`src/hdl/mpa_pkg.sv`:
```
// Shared types and constants for the max pooling with argmax block.
`timescale 1ns / 1ps

package mpa_pkg;

    localparam int CFG_INDEX_BITS  = 2;
    localparam int CFG_DATA_BITS   = 13;
    localparam int POOL_REG_BITS   = 4;
    localparam int WIDTH_REG_BITS  = 11;
    localparam int HEIGHT_REG_BITS = 11;
    localparam int COUNT_REG_BITS  = 13;
    localparam int PLANE_POS_BITS  = 12;
    localparam int INDEX_BITS      = 32;

    localparam logic [COUNT_REG_BITS-1:0] PLANE_COUNT_MAX = 13'd4096;

    typedef enum logic [CFG_INDEX_BITS-1:0] {
        REG_POOL_SIZE,
        REG_PLANE_WIDTH,
        REG_PLANE_HEIGHT,
        REG_PLANE_COUNT
    } cfg_reg_t;

    typedef struct packed {
        logic active;
        logic fresh;
        logic emit;
        logic last;
    } item_flags_t;

endpackage

```
`src/hdl/mpa_ctrl.sv`:
```
// Position counters: window offsets, column address and flat index per request.
`timescale 1ns / 1ps

module mpa_ctrl #(
    parameter int MAX_WIDTH  = 1024,
    parameter int MAX_HEIGHT = 1024,
    parameter int MAX_POOL   = 8
) (
    input  logic                                   clk,
    input  logic                                   rst_n,
    input  logic                                   restart,
    input  logic                                   advance,
    input  logic [$clog2(MAX_POOL + 1)-1:0]        pool,
    input  logic [$clog2(MAX_WIDTH + 1)-1:0]       width,
    input  logic [$clog2(MAX_HEIGHT + 1)-1:0]      height,
    input  logic [mpa_pkg::COUNT_REG_BITS-1:0]     count,
    output mpa_pkg::item_flags_t                   flags,
    output logic [((MAX_WIDTH > 1) ? $clog2(MAX_WIDTH) : 1)-1:0] addr,
    output logic [mpa_pkg::INDEX_BITS-1:0]         flat
);

    localparam int PW  = $clog2(MAX_POOL + 1);
    localparam int OW  = (MAX_POOL > 1) ? $clog2(MAX_POOL) : 1;
    localparam int CW  = $clog2(MAX_WIDTH + 1);
    localparam int RW  = $clog2(MAX_HEIGHT + 1);
    localparam int AW  = (MAX_WIDTH > 1) ? $clog2(MAX_WIDTH) : 1;
    localparam int CSW = CW + 2;
    localparam int RSW = RW + 2;
    localparam int NW  = mpa_pkg::COUNT_REG_BITS;

    logic [CW-1:0]                     col_pos_reg, col_pos_next;
    logic [CW-1:0]                     col_base_reg, col_base_next;
    logic [CW-1:0]                     out_col_reg, out_col_next;
    logic [OW-1:0]                     wco_reg, wco_next;
    logic [RW-1:0]                     row_pos_reg, row_pos_next;
    logic [RW-1:0]                     row_base_reg, row_base_next;
    logic [OW-1:0]                     wro_reg, wro_next;
    logic [mpa_pkg::PLANE_POS_BITS-1:0] plane_reg, plane_next;
    logic [mpa_pkg::INDEX_BITS-1:0]    flat_reg, flat_next;

    logic [PW-1:0] pool_m1;
    logic          col_used;
    logic          row_used;
    logic          col_wrap;
    logic          row_wrap;
    logic          col_final;
    logic          row_final;
    logic          plane_final;
    logic          row_end;
    logic          plane_end;

    always_comb
    begin
        pool_m1     = pool - PW'(1);
        col_used    = (CSW'(col_base_reg) + CSW'(pool)) <= CSW'(width);
        row_used    = (RSW'(row_base_reg) + RSW'(pool)) <= RSW'(height);
        col_wrap    = PW'(wco_reg) >= pool_m1;
        row_wrap    = PW'(wro_reg) >= pool_m1;
        col_final   = (CSW'(col_base_reg) + CSW'(pool) + CSW'(pool)) > CSW'(width);
        row_final   = (RSW'(row_base_reg) + RSW'(pool) + RSW'(pool)) > RSW'(height);
        plane_final = (NW'(plane_reg) + NW'(1)) == count;
        row_end     = (CW'(col_pos_reg + CW'(1))) >= width;
        plane_end   = (RW'(row_pos_reg + RW'(1))) >= height;

        flags.active = col_used && row_used;
        flags.fresh  = (wco_reg == '0) && (wro_reg == '0);
        flags.emit   = col_used && row_used && col_wrap && row_wrap;
        flags.last   = col_used && row_used && col_wrap && row_wrap
                       && col_final && row_final && plane_final;
        addr = out_col_reg[AW-1:0];
        flat = flat_reg;
    end

    always_comb
    begin
        col_pos_next  = col_pos_reg;
        col_base_next = col_base_reg;
        out_col_next  = out_col_reg;
        wco_next      = wco_reg;
        row_pos_next  = row_pos_reg;
        row_base_next = row_base_reg;
        wro_next      = wro_reg;
        plane_next    = plane_reg;
        flat_next     = flat_reg;
        if (restart)
        begin
            col_pos_next  = '0;
            col_base_next = '0;
            out_col_next  = '0;
            wco_next      = '0;
            row_pos_next  = '0;
            row_base_next = '0;
            wro_next      = '0;
            plane_next    = '0;
            flat_next     = '0;
        end
        else if (advance)
        begin
            flat_next = flat_reg + mpa_pkg::INDEX_BITS'(1);
            if (col_used)
            begin
                if (col_wrap)
                begin
                    wco_next      = '0;
                    out_col_next  = out_col_reg + CW'(1);
                    col_base_next = col_base_reg + CW'(pool);
                end
                else
                begin
                    wco_next = wco_reg + OW'(1);
                end
            end
            col_pos_next = col_pos_reg + CW'(1);
            if (row_end)
            begin
                col_pos_next  = '0;
                col_base_next = '0;
                out_col_next  = '0;
                wco_next      = '0;
                row_pos_next  = row_pos_reg + RW'(1);
                if (row_wrap)
                begin
                    wro_next      = '0;
                    row_base_next = row_base_reg + RW'(pool);
                end
                else
                begin
                    wro_next = wro_reg + OW'(1);
                end
                if (plane_end)
                begin
                    row_pos_next  = '0;
                    row_base_next = '0;
                    wro_next      = '0;
                    plane_next    = plane_reg + mpa_pkg::PLANE_POS_BITS'(1);
                    if (plane_final || ((NW'(plane_reg) + NW'(1)) > count))
                    begin
                        plane_next = '0;
                        flat_next  = '0;
                    end
                end
            end
        end
    end

    always_ff @(posedge clk or negedge rst_n)
    begin
        if (!rst_n)
        begin
            col_pos_reg  <= '0;
            col_base_reg <= '0;
            out_col_reg  <= '0;
            wco_reg      <= '0;
            row_pos_reg  <= '0;
            row_base_reg <= '0;
            wro_reg      <= '0;
            plane_reg    <= '0;
            flat_reg     <= '0;
        end
        else
        begin
            col_pos_reg  <= col_pos_next;
            col_base_reg <= col_base_next;
            out_col_reg  <= out_col_next;
            wco_reg      <= wco_next;
            row_pos_reg  <= row_pos_next;
            row_base_reg <= row_base_next;
            wro_reg      <= wro_next;
            plane_reg    <= plane_next;
            flat_reg     <= flat_next;
        end
    end

`ifndef SYNTH
    a_col_inside: assert property (@(posedge clk) disable iff (!rst_n)
        col_pos_reg < width || col_pos_reg == '0)
        else $error("column position past plane width");
    a_base_behind: assert property (@(posedge clk) disable iff (!rst_n)
        col_base_reg <= col_pos_reg)
        else $error("window base ahead of column position");
    a_last_emits: assert property (@(posedge clk) disable iff (!rst_n)
        flags.last |-> flags.emit && flags.active)
        else $error("final window flag without a result");
`endif

endmodule

```
`config.mk`:
```
export PLATFORM = sky130hd
export DESIGN_NAME = mpa_ctrl
export DESIGN_NICKNAME = d
export VERILOG_FILES = /design/src/hdl/mpa_pkg.sv /design/src/hdl/mpa_ctrl.sv
export SDC_FILE = /design/constraint.sdc
export NUM_CORES = 1
export LEC_CHECK = 0
export BUFFER_PORTS_ARGS = -buffer_cell sky130_fd_sc_hd__clkbuf_2
export CORE_MARGIN = 3
export CORE_UTILIZATION = 45
export CTS_BUF_LIST = sky130_fd_sc_hd__clkbuf_16
export DETAILED_ROUTE_END_ITERATION = 10
export MAX_ROUTING_LAYER = met4
export RECOVER_POWER = 50
export SYNTH_ARGS = -nofsm -noshare
export SYNTH_HDL_FRONTEND = slang
export SYNTH_SLANG_ARGS = --single-unit
```
`constraint.sdc`:
```
create_clock -name clk -period 11.65 [get_ports clk]
set_clock_uncertainty 0.2 [all_clocks]
set_input_delay 3.495 -clock clk [delete_from_list [all_inputs] [get_ports clk]]
set_output_delay 3.495 -clock clk [all_outputs]
set_load 0.05 [all_outputs]
```
==> flow_metrics.env <==
export IMPL_wl_per_cell_um=17.0
export IMPL_cts_resized=0
export IMPL_fin_hold_ws_ps=307
export IMPL_root_buffer="clkbuf_16"
export IMPL_ant_nets=0
export IMPL_fp_row_count=49
export IMPL_place_area_sq_mm=0.00929
export IMPL_dp_slack_ps=371
export IMPL_crit_family="simple AND/OR/NAND/NOR gates"
export IMPL_arrival_ps=7660
export IMPL_yosysTopAreaCell="dfrtp_1"
export IMPL_largest_register_ffs=32
export IMPL_cp_num_buf_inv=3
export IMPL_setup_tns_final_ps=0
export IMPL_period_needed_ps=11350
export IMPL_design_die_area_sq_mm=0.0209
export IMPL_synthCells=979
export IMPL_drv_slew=107
export IMPL_fp_dieW_um=144
export IMPL_cts_sinks=104
export IMPL_routed_wl_mm=22.0
export IMPL_synth_most_common_cell="ha_1"
export IMPL_htreeDepth=3
export IMPL_required_ps=7960
export IMPL_hold_path_startpoint="row_base_reg[3]"
export IMPL_synth_edf_count=0
export IMPL_layout_drive_gt1_share_pct=11.0
export IMPL_async_reset_ff_share_pct=100
export IMPL_io_buffers=88
export IMPL_cts_hold_buf=0
export IMPL_status="complete, but fails checks"
export IMPL_cpPeakStageDelay_ps=480
export IMPL_pwr_share_comb_pct=35.0
export IMPL_p_per_area_mw_per_mm2=123
export IMPL_yosysTopAreaCellShare_pct=30.2
export IMPL_syn_area_sq_mm=0.00862
export IMPL_area_growth_pct=11.0
export IMPL_grt_pass1_vias=7018
export IMPL_fin_nets=1215
export IMPL_ios=89
export IMPL_relSlewSlack_pct=-154
export IMPL_yosys_top_cells_count="111 x ha_1, 104 x dfrtp_1, 101 x nand2_1"
export IMPL_numCtsBuffers=9
export IMPL_synth_seq_area_share_pct=30.2
export IMPL_ys_ff_latch=104
export IMPL_finalPower_w=0.00117
export IMPL_core_area_sq_mm=0.0184
export IMPL_pwr_share_seq_pct=36.8
export IMPL_die_height_um=144
export IMPL_violations="max-capacitance violations, max-slew violations"
export IMPL_post_cts_buffers=0
export IMPL_ys_warn_count=0
export IMPL_leakagePower_nw=4.59
export IMPL_clkTransAtPathRegs_ps=80
export IMPL_drt_iter0_drc=389
export IMPL_crit_start="pool[1]"
export IMPL_grt_max_degree=70
export IMPL_grt_ovfl_total=0
export IMPL_p_int_w=0.000703
export IMPL_crit_chain="clkbuf_2 > inv_1 > fa_1 > xnor2_1 > ha_1 > nor2b_1 > o21ai_0 > nand2b_1 > nand3_1 > nor3b_1 > nand3_1 > xnor2_1 > ha_1 > and4_1 > nand4_1 > o221ai_1 > a21oi_1 > a41oi_1 > a311oi_2 > clkbuf_2"
export IMPL_final_hold_viol_count=0
export IMPL_clk_latency_ps=360
export IMPL_fin_crit_sh_pct=97.4
export IMPL_p_clk_share_pct=28.1
export IMPL_finalInstanceArea_sq_mm=0.00957
export IMPL_min_path_type="reg2reg"
export IMPL_ir_worst_vdd_v=0.0000707
export IMPL_setup_viol=0
export IMPL_slowest_stage="fa_1"
export IMPL_worst_setup_path_start_kind="primary input"
export IMPL_timing_critical_path_to_type="primary output"
export IMPL_antenna_found_initial=0
export IMPL_r2r_start="plane_reg[0]"
export IMPL_critical_path_max_fanout=7
export IMPL_initial_core_util_pct=46.9
export IMPL_swShare_pct=40.0
export IMPL_hpwl_mm=16.4
export IMPL_clock_path_buffers=2
export IMPL_fmax_mhz=88.1
export IMPL_synth_avg_cell_area_sq_um=8.81
export IMPL_yosys_cell_types_count=75
export IMPL_switchingPower_w=0.000469
export IMPL_synth_nets=1137
export IMPL_ys_flop_type="dfrtp_1"
export IMPL_tritoncts="done"
export IMPL_crit_type="in2out"
export IMPL_grtUsageTotal_pct=22.0
export IMPL_viasPerCell=5.79
export IMPL_diodes=0
export IMPL_worst_pin_slew_ps=3820
export IMPL_netlist_top_cells_area="dfrtp_1 30%, ha_1 16%, nand2_1 4.4%"
export IMPL_rsz0062_at_grt="false"
export IMPL_drc=0
export IMPL_via_count=7475
export IMPL_grt_pass1_wl_mm=36.0
export IMPL_setup_slack_ps=298
export IMPL_firstDrtPassIters=5
export IMPL_max_cap_viol_count=2
export IMPL_routabilityCongestion=0.878
placed cells by master (no fill, tap or decap), types with 29 or more instances in the layout:
cell type,n
nand2_1,101
o31ai_1,31
clkbuf_2,64
nor2_1,46
nand4_1,29
ha_1,111
inv_1,64
xnor2_1,34
nand3_1,56
a21oi_1,33
o21ai_0,49
dfrtp_1,104
xor2_1,34
cell families after synthesis:
group / share of synthesized area [%]
AND/OR/NAND/NOR: 20.2
AO/OA/AOI/OAI: 20.6
adder cells (fa/ha/maj): 17.0
flip-flops: 30.2
buffers and inverters: 4.27
XOR/XNOR: 7.47
multiplexers: 0.232
power by group through the flow:
stage	Sequential (W)	Combinational, W	Clock [W]
after floorplan	0.000492	0.000244	0
after global placement	0.000438	0.000408	0
after detailed placement	0.000438	0.000412	0
after CTS	0.000432	0.000414	0.000337
after global routing	0.000438	0.000462	0.000352
final	0.000432	0.000411	0.000330
area by class of cell:
type,instances,area (sq um)
Fill cell,1742,8830
Multi-Input combinational cell,782,5660
Sequential cell,104,2600
Timing Repair Buffer,95,459
Tap cell,229,287
Inverter,65,244
Clock buffer,9,225
Clock inverter,7,88.8
per-stage QoR:
stage                     utilization (%)  instances
after floorplan                         -        979
after global placement               50.5       1275
after detailed placement             50.5       1275
after CTS                            52.2       1291
after global routing                 52.0       1291
final                                52.0       1291
routing by layer:
layer	vias up	part of all wire, %	GRT usage, %
li1	3756	-	-
met1	3544	50	31.1
met2	154	45	33.9
met3	21	3.8	2.94
met4	0	1.1	4.91
met5	-	0	-
worst paths after layout:
check,to,slack (ps),depth (start not counted)
worst max-delay path,flags[0],300,20
worst min-delay path,row_base_reg[3],310,2
worst max register to register,flat[7],5860,13
worst min register to register,row_base_reg[3],310,2
max in group asynchronous,row_pos_reg[8],3270,2
min in group asynchronous,out_col_reg[0],3520,1
tightest hold or removal path, stage by stage (launching register included):
cell     delay (ps)
dfrtp_1         350
nand2_1          50
o21ai_1          70
Power figures use the tool's default switching activity.
